==> src/rtl/assert_macros.svh <==
// Assertion macros shared by the RTL; no dependencies.
// Checks compile away when SYNTHESIS is defined.
`ifndef ASSERT_MACROS_SVH
`define ASSERT_MACROS_SVH

`ifndef SYNTHESIS

// Same-cycle implication: whenever ante holds, cons holds too.
`define ASSERT_IMPLIES(label, clk, rst, ante, cons, msg) \
   label: assert property (@(posedge clk) disable iff (rst) (ante) |-> (cons)) \
      else $error(msg);

// Next-cycle implication: whenever ante holds, cons holds in the next cycle.
`define ASSERT_NEXT(label, clk, rst, ante, cons, msg) \
   label: assert property (@(posedge clk) disable iff (rst) (ante) |=> (cons)) \
      else $error(msg);

`else

`define ASSERT_IMPLIES(label, clk, rst, ante, cons, msg)
`define ASSERT_NEXT(label, clk, rst, ante, cons, msg)

`endif

`endif

==> src/rtl/dq_pkg.sv <==
// Types, constants and ring-index helpers for the double-ended queue.
// No dependencies; used by double_ended_queue_core.
package dq_pkg;

   localparam int DEPTH  = 32;
   localparam int IDX_W  = (DEPTH > 1) ? $clog2(DEPTH) : 1;
   localparam int CNT_W  = $clog2(DEPTH + 1);
   localparam int DATA_W = 32;
   localparam int OCC_W  = 6;

   localparam logic [2:0] KIND_PUSH_FRONT = 3'd0;
   localparam logic [2:0] KIND_PUSH_REAR  = 3'd1;
   localparam logic [2:0] KIND_POP_FRONT  = 3'd2;
   localparam logic [2:0] KIND_POP_REAR   = 3'd3;
   localparam logic [2:0] KIND_LIST       = 3'd4;

   localparam logic [1:0] ST_OK        = 2'd0;
   localparam logic [1:0] ST_OVERFLOW  = 2'd1;
   localparam logic [1:0] ST_UNDERFLOW = 2'd2;
   localparam logic [1:0] ST_EMPTY     = 2'd3;

   typedef struct packed {
      logic [2:0]               kind;
      logic signed [DATA_W-1:0] value;
   } req_type;

   typedef struct packed {
      logic signed [DATA_W-1:0] data;
      logic [1:0]               status;
      logic [OCC_W-1:0]         occupancy;
      logic                     last;
   } rsp_type;

   typedef enum logic [1:0] {
      S_IDLE,
      S_POP,
      S_LIST
   } state_type;

   // (a + b) mod DEPTH, both operands below DEPTH
   function automatic logic [IDX_W-1:0] ring_add(input logic [IDX_W-1:0] a,
                                                 input logic [IDX_W-1:0] b);
      logic [IDX_W:0] sum;
      sum = {1'b0, a} + {1'b0, b};
      if (sum >= (IDX_W+1)'(DEPTH)) begin
         sum = sum - (IDX_W+1)'(DEPTH);
      end
      return sum[IDX_W-1:0];
   endfunction

   // (a - 1) mod DEPTH
   function automatic logic [IDX_W-1:0] ring_dec(input logic [IDX_W-1:0] a);
      logic [IDX_W-1:0] r;
      if (a == '0) begin
         r = IDX_W'(DEPTH - 1);
      end else begin
         r = a - 1'b1;
      end
      return r;
   endfunction

endpackage

==> src/rtl/dq_ram.sv <==
// Generic single-clock RAM: one write port, one read port, registered read.
// No dependencies.
module dq_ram #(
   parameter int WIDTH = 32,
   parameter int DEPTH = 32
) (
   input  logic                                    clock,
   input  logic                                    wr_en,
   input  logic [((DEPTH > 1) ? $clog2(DEPTH) : 1)-1:0] wr_addr,
   input  logic [WIDTH-1:0]                        wr_data,
   input  logic                                    rd_en,
   input  logic [((DEPTH > 1) ? $clog2(DEPTH) : 1)-1:0] rd_addr,
   output logic [WIDTH-1:0]                        rd_data
);

   logic [WIDTH-1:0] mem [DEPTH];

   always_ff @(posedge clock) begin
      if (wr_en) begin
         mem[wr_addr] <= wr_data;
      end
      // hold read data until the next read
      if (rd_en) begin
         rd_data <= mem[rd_addr];
      end
   end

endmodule

==> src/rtl/double_ended_queue_core.sv <==
// Channel  Direction  Payload   Accepted when
// req      in         req_type  req_valid && req_ready
// rsp      out        rsp_type  rsp_valid && rsp_ready
//
// Pushes, overflows, underflows and empty lists load the result in the cycle they are taken.
// Pops read the entry from the RAM (registered read), then load it.
// A list reads one entry per cycle unless the output stalls; N held entries give N results.
// One item is in flight at a time; a new item is taken only when the output register is
// empty or its result leaves in the same cycle, so a waiting result holds off the input.
// Reset (synchronous) empties the queue; entries need no clearing.
// Depends on dq_pkg, dq_ram and assert_macros.svh.
`include "assert_macros.svh"

module double_ended_queue_core
   import dq_pkg::*;
(
   input  logic    clock,
   input  logic    reset,
   input  logic    req_valid,
   output logic    req_ready,
   input  req_type req_data,
   output logic    rsp_valid,
   input  logic    rsp_ready,
   output rsp_type rsp_data
);

   state_type        state_ff, state_in;
   logic [IDX_W-1:0] head_ff, head_in;
   logic [CNT_W-1:0] count_ff, count_in;
   logic [IDX_W-1:0] off_ff, off_in;
   logic             rsp_valid_ff, rsp_valid_in;
   rsp_type          rsp_ff, rsp_in;

   logic              wr_en, rd_en;
   logic [IDX_W-1:0]  wr_addr, rd_addr;
   logic [DATA_W-1:0] rd_data;

   logic              out_free, full, empty, take;
   logic              load;
   logic [DATA_W-1:0] load_data;
   logic [1:0]        load_status;
   logic              load_last;

   dq_ram #(
      .WIDTH (DATA_W),
      .DEPTH (DEPTH)
   ) u_ram (
      .clock   (clock),
      .wr_en   (wr_en),
      .wr_addr (wr_addr),
      .wr_data (req_data.value),
      .rd_en   (rd_en),
      .rd_addr (rd_addr),
      .rd_data (rd_data)
   );

   assign out_free = !rsp_valid_ff || rsp_ready;
   assign full     = (count_ff == CNT_W'(DEPTH));
   assign empty    = (count_ff == '0);
   assign take     = req_valid && req_ready;

   always_comb begin
      state_in     = state_ff;
      head_in      = head_ff;
      count_in     = count_ff;
      off_in       = off_ff;
      rsp_valid_in = rsp_valid_ff && !rsp_ready;
      rsp_in       = rsp_ff;
      req_ready    = 1'b0;
      wr_en        = 1'b0;
      wr_addr      = head_ff;
      rd_en        = 1'b0;
      rd_addr      = head_ff;
      load         = 1'b0;
      load_data    = '0;
      load_status  = ST_OK;
      load_last    = 1'b1;

      unique case (state_ff)
         S_IDLE: begin
            req_ready = out_free;
            if (take) begin
               unique case (req_data.kind)
                  KIND_PUSH_FRONT: begin
                     load = 1'b1;
                     if (full) begin
                        load_status = ST_OVERFLOW;
                     end else begin
                        head_in  = ring_dec(head_ff);
                        wr_en    = 1'b1;
                        wr_addr  = head_in;
                        count_in = count_ff + 1'b1;
                     end
                  end
                  KIND_PUSH_REAR: begin
                     load = 1'b1;
                     if (full) begin
                        load_status = ST_OVERFLOW;
                     end else begin
                        wr_en    = 1'b1;
                        wr_addr  = ring_add(head_ff, IDX_W'(count_ff));
                        count_in = count_ff + 1'b1;
                     end
                  end
                  KIND_POP_FRONT: begin
                     if (empty) begin
                        load        = 1'b1;
                        load_status = ST_UNDERFLOW;
                     end else begin
                        rd_en    = 1'b1;
                        rd_addr  = head_ff;
                        head_in  = ring_add(head_ff, IDX_W'(1));
                        count_in = count_ff - 1'b1;
                        state_in = S_POP;
                     end
                  end
                  KIND_POP_REAR: begin
                     if (empty) begin
                        load        = 1'b1;
                        load_status = ST_UNDERFLOW;
                     end else begin
                        rd_en    = 1'b1;
                        rd_addr  = ring_add(head_ff, IDX_W'(count_ff - 1'b1));
                        count_in = count_ff - 1'b1;
                        state_in = S_POP;
                     end
                  end
                  KIND_LIST: begin
                     if (empty) begin
                        load        = 1'b1;
                        load_status = ST_EMPTY;
                     end else begin
                        rd_en    = 1'b1;
                        rd_addr  = head_ff;
                        off_in   = '0;
                        state_in = S_LIST;
                     end
                  end
                  default: begin
                     // unused kind: drop the item
                  end
               endcase
            end
         end
         S_POP: begin
            if (out_free) begin
               load      = 1'b1;
               load_data = rd_data;
               state_in  = S_IDLE;
            end
         end
         S_LIST: begin
            if (out_free) begin
               load      = 1'b1;
               load_data = rd_data;
               load_last = (CNT_W'(off_ff) + CNT_W'(1) == count_ff);
               if (load_last) begin
                  state_in = S_IDLE;
               end else begin
                  // advance to the next entry
                  off_in  = off_ff + 1'b1;
                  rd_en   = 1'b1;
                  rd_addr = ring_add(head_ff, off_in);
               end
            end
         end
         default: begin
            state_in = S_IDLE;
         end
      endcase

      if (load) begin
         rsp_valid_in     = 1'b1;
         rsp_in.data      = load_data;
         rsp_in.status    = load_status;
         rsp_in.occupancy = OCC_W'(count_in);
         rsp_in.last      = load_last;
      end
   end

   always_ff @(posedge clock) begin
      if (reset) begin
         state_ff     <= S_IDLE;
         head_ff      <= '0;
         count_ff     <= '0;
         rsp_valid_ff <= 1'b0;
      end else begin
         state_ff     <= state_in;
         head_ff      <= head_in;
         count_ff     <= count_in;
         rsp_valid_ff <= rsp_valid_in;
      end
   end

   always_ff @(posedge clock) begin
      off_ff <= off_in;
      rsp_ff <= rsp_in;
   end

   assign rsp_valid = rsp_valid_ff;
   assign rsp_data  = rsp_ff;

   `ASSERT_IMPLIES(a_count_bound, clock, reset, 1'b1, count_ff <= CNT_W'(DEPTH), "count above depth")
   `ASSERT_IMPLIES(a_list_nonempty, clock, reset, state_ff == S_LIST, count_ff != '0, "list while empty")
   `ASSERT_IMPLIES(a_err_data_zero, clock, reset, rsp_valid_ff && rsp_ff.status != ST_OK, rsp_ff.data == '0, "error result with data")
   `ASSERT_NEXT(a_underflow, clock, reset, take && empty && (req_data.kind == KIND_POP_FRONT || req_data.kind == KIND_POP_REAR), rsp_valid_ff && rsp_ff.status == ST_UNDERFLOW && rsp_ff.last, "missing underflow result")

endmodule
==> config.mk <==
export PLATFORM = sky130hd
export DESIGN_NAME = double_ended_queue_core
export DESIGN_NICKNAME = d
export VERILOG_FILES = /design/src/rtl/dq_pkg.sv /design/src/rtl/dq_ram.sv /design/src/rtl/double_ended_queue_core.sv
export VERILOG_INCLUDE_DIRS = /design/src /design/src/rtl
export SDC_FILE = /design/constraint.sdc
export NUM_CORES = 1
export LEC_CHECK = 0
export ABC_AREA = 1
export BUFFER_PORTS_ARGS = -buffer_cell sky130_fd_sc_hd__buf_2
export CORE_AREA = 2 2 363 329
export CTS_BUF_LIST = sky130_fd_sc_hd__clkbuf_8
export CTS_CLUSTER_DIAMETER = 40
export DETAILED_ROUTE_END_ITERATION = 7
export DIE_AREA = 0 0 365 331
export PLACE_DENSITY = 0.61
export SLEW_MARGIN = 25
export SYNTH_ARGS = -nofsm -noshare
export SYNTH_HDL_FRONTEND = slang
export SYNTH_HIERARCHICAL = 1
export SYNTH_SLANG_ARGS = --single-unit
export TNS_END_PERCENT = 1
==> constraint.sdc <==
create_clock -name clock -period 4.21 [get_ports clock]
set_input_delay 0 -clock clock [delete_from_list [all_inputs] [get_ports clock]]
set_output_delay 0 -clock clock [all_outputs]
set_load 0.005 [all_outputs]
==> results of run 1 <==
==> worst min path at each step <==
stage | end | start | cells past startpoint | slack, ps
floorplan | u_ram/mem[0][0] | req_data[0] | 0 | 100
global placement | count_ff[2] | reset | 2 | 340
detailed placement | count_ff[4] | reset | 2 | 340
CTS | head_ff[1] | req_data[32] | 4 | 70
global route | head_ff[0] | req_data[32] | 4 | 170
finish | head_ff[1] | req_data[32] | 4 | 150
==> placed cells by master, fill, tap and decap left out, drive strengths merged, types with 7 or more instances in the layout <==
master       count
nand2         1544
edfxtp        1102
nand3          815
buf            219
clkbuf         186
inv            173
nor2           106
clkinv          64
dlygate4sd3     44
o21ai           37
ha              22
a21oi           19
xor2            14
dfxtp           14
bufinv           7
==> metrics by stage <==
| stage | hold WS, ps | power (mW) | util | area, sq um |
|---|---|---|---|---|
| 6_report | 155 | 32.9 | 0.456 | 53300 |
| 3_3_place_gp | 345 | 24.0 | 0.423 | 49400 |
| 3_5_place_dp | 340 | 24.1 | 0.423 | 49400 |
| 2_1_floorplan | 98.9 | 20.8 | - | 46600 |
| 5_1_grt | 165 | 34.7 | 0.456 | 53300 |
| 4_1_cts | 66.4 | 32.9 | 0.456 | 53200 |
==> state kept, by name, summed over array words and instances, names as in the netlist <==
name	cells
count_ff	6
head_ff	5
off_ff	5
rsp_data	41
rsp_valid	1
state_ff	2
u_ram/mem	1024
u_ram/rd_data	32
==> layout make-up <==
type / count / area share
tap: 1573 / 0.0369
clock inverter: 147 / 0.0162
clock buffer: 185 / 0.0478
inverter: 101 / 0.00784
timing repair buffer: 264 / 0.0479
antenna: 4 / 0.000188
multi-input combinational: 2589 / 0.217
sequential: 1116 / 0.626
==> logic make-up (layout without fill, tap and decap cells) <==
kind of cell               count (synthesis)  after routing  synth area share
AOI/OAI and AO/OA                         71             71           0.00851
xor gates and xnor gates                  17             17           0.00319
adders and majority gates                 25             25           0.00719
buffers and inverters                    330            697            0.0425
DFF                                     1116           1116             0.716
other                                      0              4                 0
and+or+nand+nor                         2476           2476             0.223
==> power by group through the flow <==
| stage | clock network [mW] | logic, mW | registers [mW] |
|---|---|---|---|
| 6_report | 8.85 | 10.9 | 13.2 |
| 5_1_grt | 9.49 | 12.0 | 13.2 |
| 4_1_cts | 9.00 | 10.8 | 13.2 |
| 3_5_place_dp | 0 | 10.7 | 13.4 |
| 3_3_place_gp | 0 | 10.6 | 13.4 |
| 2_1_floorplan | 0 | 7.44 | 13.3 |
==> timing repair <==
item / in CTS / in global routing
setup endpoints to repair: 0 / 5
hold buffers: 44 / 0
gates resized for setup: 0 / 3
setup buffers: 0 / 0
hold endpoints to repair: 1049 / 0
==> worst max-delay path: cells and delay by family, from the launching register on <==
| family | cells | cell delay [ps] |
|---|---|---|
| AND/OR/NAND/NOR | 17 | 1750 |
| buffers and inverters | 3 | 890 |
| flip-flops | 1 | 470 |
| adder cells (fa/ha/maj) | 1 | 390 |
==> per-layer routing <==
metal	routed length, microns	up-vias	GRT usage	share of wire
li1	-	14500	-	-
met1	56500	15400	0.300	0.43
met2	61100	1290	0.346	0.47
met3	9890	226	0.0367	0.076
met4	3100	2	0.0669	0.024
met5	11	-	0	0.000084
==> flow_summary.ini, run 1 <==
[sta]
skew_ps = 56.0
setup_ws_ps = 458
tns_ps = 0
slew_headroom = 0.383
rsz0062_at_grt = no
setup_viol = 0
drv_slew = 0
hold_violations = 0
fmax_ghz = 0.267
fin_crit_sh = 0.891
period_minus_slack_ps = 3750
worst_pin_slew_ps = 925

[setup_path]
crit_path_end_kind = flop
arrival_ps = 4450
critPathLaunchType = flop
crit_path_cell_trace = ha_1 > inv_1 > nand2_1 > nand3_1 > nor2_1 > nand3_1 > nor2_1 > nor2_1 > nand2_1 > nand3_1 > nand2_4 > buf_12 > clkbuf_16 > nand2_1 > nand3_1 > nand3_1 > nand2_1 > nand2_1 > nand2_1 > nand2_1 > nand2_1
worst-r2r-cell-count = 21
worstPathMaxFanout = 109
regToRegSetupSlack_ps = 460
critPathRequiredTime_ps = 4910
cp_slowest_stage_delay_ps = 470
crit_start = off_ff[0]
critPathMostFrequentCell = nand2_1
cp_slowest_cell = edfxtp_1
endpoint = u_ram/rd_data[7]
critPathKind = reg -> reg
timing.rr.start = off_ff[0]
rr_endpoint = u_ram/rd_data[7]

[power]
leakage_nw = 19.9
sequentialPowerShare = 0.401
powerDensity_nw_per_um2 = 618
p_comb_frac = 0.330
clockPowerShare = 0.269
switching_share = 0.370
internal_power_mw = 20.7
vdd_drop_max_v = 0.000469
p_sw_mw = 12.2

[yosys]
syn_nets = 4099
synth_top_area_share = 0.710
synth_seq_cells = 1116
yosysMostFrequentCell = nand2_1
yosysSeqAreaShare = 0.716
synthCells = 4035
syn_area_per_cell_sq_um = 11.6
synthArstFlopShare = 0
synth_edf_count = 1102
synth_ff_type = edfxtp_1
synth_top_area_cell = edfxtp_1
yosysWarningCount = 6
syn-cell-area_sq_um = 46600
ys_types = 39
ys_top_cells_by_count = nand2_1 (1544), edfxtp_1 (1102), nand3_1 (812), nor2_1 (103), inv_1 (96)
yosys-top-cells-area = edfxtp_1 (71%), nand2_1 (12%), nand3_1 (8.7%)

[min_path]
worstHoldPathType = in -> reg

[outcome]
outcome = completed

[detailed_routing]
drtIter0Drc = 3218
wl_per_cell_microns = 21.8
ant_nets = 0
vias = 31400
wl_mm = 131
first_pass_iters = 5
vias_per_cell = 5.25
drc = 0

[global_routing]
overflow = 0
grt_use_total = 0.215
antenna_found_initial = 6
grt_first_pass_wirelength_mm = 193
grt_max_degree = 129
grt_pass1_vias = 29600

[final_layout]
nFillCells = 10600
multi_input_area_sq_um = 11500
drive_gt1_frac = 0.114
final_cell_count_no_fill = 5979
nets = 4318
seqCellArea_sq_um = 33400
syn_to_final_growth_pct = 14.3

[place]
placed_cells = 5598
dpl.hpwl_mm = 68.8
gp_congestion = 0.875
io_buffers = 81
pre_cts_ws_ps = 358

[floorplan]
start_util = 0.399
fp-row-count = 119
die_h_microns = 331
ioPinCount = 82
coreArea_sq_um = 117000
fp.dieW_microns = 365
die_area_sq_um = 121000

[clock_tree]
cts_tree = built
cts_made_buffers = 182
h-tree-depth = 4
clockBufferDepth = 3
cts_sinks = 1116
cts_root_buf = clkbuf_8
clkTransAtPathRegs_ps = 60
worstSkewPairLatency_ps = 870

[run]
drv_cap = 0
Note: power is estimated with default switching activity, not from simulation.
==> run 2: changes to the inputs <==
==> constraint.sdc (replaced) <==
create_clock -name clock -period 4.21 [get_ports clock]
set_input_delay 0.2105 -clock clock [delete_from_list [all_inputs] [get_ports clock]]
set_output_delay 0.2105 -clock clock [all_outputs]
set_load 0.005 [all_outputs]
==> run 2 against run 1 <==
Against the previous run:
- combinational power barely moved
- via count unchanged
- cell count about the same
- sequential power barely moved
- first-iteration DRC count is 4.5% higher
- sequential share of layout area grew 0.059 points
- highest routed layer unchanged
- die area unchanged
- setup slack worse by 39 ps
- power hardly changed
- critical path depth unchanged
- clock power about the same
==> flow_summary.ini, run 2 (same netlist as run 1, synthesis figures left out) <==
[power]
internal_power_mw = 20.7
p_sw_mw = 12.2
clockPowerShare = 0.269
sequentialPowerShare = 0.401
powerDensity_nw_per_um2 = 618
switching_share = 0.370
p_comb_frac = 0.330
vdd_drop_max_v = 0.000477
leakage_nw = 19.9

[detailed_routing]
vias = 31400
wl_per_cell_microns = 21.8
ant_nets = 0
wl_mm = 130
vias_per_cell = 5.25
drc = 0
first_pass_iters = 6
drtIter0Drc = 3363

[setup_path]
critPathRequiredTime_ps = 4910
crit_path_end_kind = flop
worst-r2r-cell-count = 21
critPathKind = reg -> reg
critPathLaunchType = flop
arrival_ps = 4490
worstPathMaxFanout = 109

[min_path]
hold_depth = 5
worstHoldPathType = in -> reg

[place]
io_buffers = 81
gp_congestion = 0.875
dpl.hpwl_mm = 68.8

[floorplan]
start_util = 0.399
fp-row-count = 119
die_area_sq_um = 121000
ioPinCount = 82
fp.dieW_microns = 365
coreArea_sq_um = 117000
die_h_microns = 331

[sta]
worst_pin_slew_ps = 956
drv_slew = 0
rsz0062_at_grt = no
skew_ps = 53.1
setup_viol = 0
period_minus_slack_ps = 3790
slew_headroom = 0.363
fin_crit_sh = 0.900
fmax_ghz = 0.264
hold_violations = 0
tns_ps = 0

[global_routing]
grt_max_degree = 129
grt_use_total = 0.215
grt_first_pass_wirelength_mm = 193
antenna_found_initial = 6
overflow = 0
grt_pass1_vias = 29600

[clock_tree]
cts_root_buf = clkbuf_8
worstSkewPairLatency_ps = 870
cts_tree = built
clockBufferDepth = 3
clkTransAtPathRegs_ps = 60
cts_sinks = 1116
cts_made_buffers = 182
h-tree-depth = 4
post_cts_buffers = 0

[final_layout]
syn_to_final_growth_pct = 14.2
nets = 4313
nFillCells = 10600
largest_register_ffs = 1024
mostFrequentLayoutCells = nand2_1 (1537), edfxtp_1 (1102), nand3_1 (812)
layout_commonest_cell = nand2_1
utilization = 0.456
top_register = u_ram/mem
drive_gt1_frac = 0.114

[outcome]
outcome = completed

[run]
drv_cap = 0
==> run 2: cell count changes in the layout (fill, tap and decap cells not counted), sizes merged <==
cell,delta
dlygate4sd3,-5
==> run 2: final timing paths <==
path                     startpoint                to  slack (ps)
setup / recovery          off_ff[0]  u_ram/rd_data[7]         420
hold / removal            req_valid       rsp_data[7]          90
setup reg to reg          off_ff[0]  u_ram/rd_data[7]         420
hold reg to reg   u_ram/rd_data[15]      rsp_data[24]         540
==> run 2: worst max-delay path, cell delays in order, from the launching register on <==
cell and delay [ps]:
edfxtp_1 470, ha_1 390, inv_1 90, nand2_1 60
nand3_1 70, nor2_1 110, nand3_1 120, nor2_1 180
nor2_1 120, nand2_1 110, nand3_1 120, nand2_4 240
buf_12 410, clkbuf_16 410, nand2_1 90, nand3_1 90
nand3_1 70, nand2_1 130, nand2_1 60, nand2_1 90
nand2_1 50, nand2_1 80
==> run 2: power groups by stage <==
stage / registers, mW / clock network (mW) / logic (mW)
2_1_floorplan: 13.3 / 0 / 7.44
3_3_place_gp: 13.4 / 0 / 10.6
3_5_place_dp: 13.4 / 0 / 10.7
4_1_cts: 13.2 / 9.00 / 10.8
5_1_grt: 13.2 / 9.49 / 12.0
6_report: 13.2 / 8.84 / 10.8
==> run 2: what timing repair did <==
item	CTS	global route
endpoints found under the setup margin	0	5
hold buffers	39	0
endpoints found under the hold margin	1044	0
gates resized for setup	0	3
==> run 2: metrics by stage <==
stage | area [sq um] | power [mW] | std cells | hold slack, ps | setup WS, ps
final | 53200 | 32.9 | 5974 | 91.7 | 419
after global routing | 53200 | 34.7 | 5972 | 75.7 | 118
after CTS | 53200 | 32.9 | 5969 | 16.5 | 285
after detailed placement | 49400 | 24.1 | 5598 | 539 | 358
after global placement | 49400 | 24.0 | 5598 | 533 | 440
after floorplan | 46600 | 20.8 | 4035 | 309 | 455
==> run 2: cell type report <==
type,count,area (sq um),area share
inverter,101,418,0.00785
timing repair buffer,259,2500,0.0470
sequential,1116,33400,0.627
tap,1573,1970,0.0370
multi-input combinational,2589,11500,0.217
clock inverter,147,865,0.0162
antenna,4,10.0,0.000188
clock buffer,185,2550,0.0478
==> run 2: per-layer routing <==
layer | vias to the layer above | part of all wire | GRT usage
li1 | 14500 | - | -
met1 | 15400 | 0.43 | 0.299
met2 | 1311 | 0.47 | 0.346
met3 | 223 | 0.075 | 0.0369
met4 | 2 | 0.025 | 0.0669
met5 | - | 0.000084 | 0
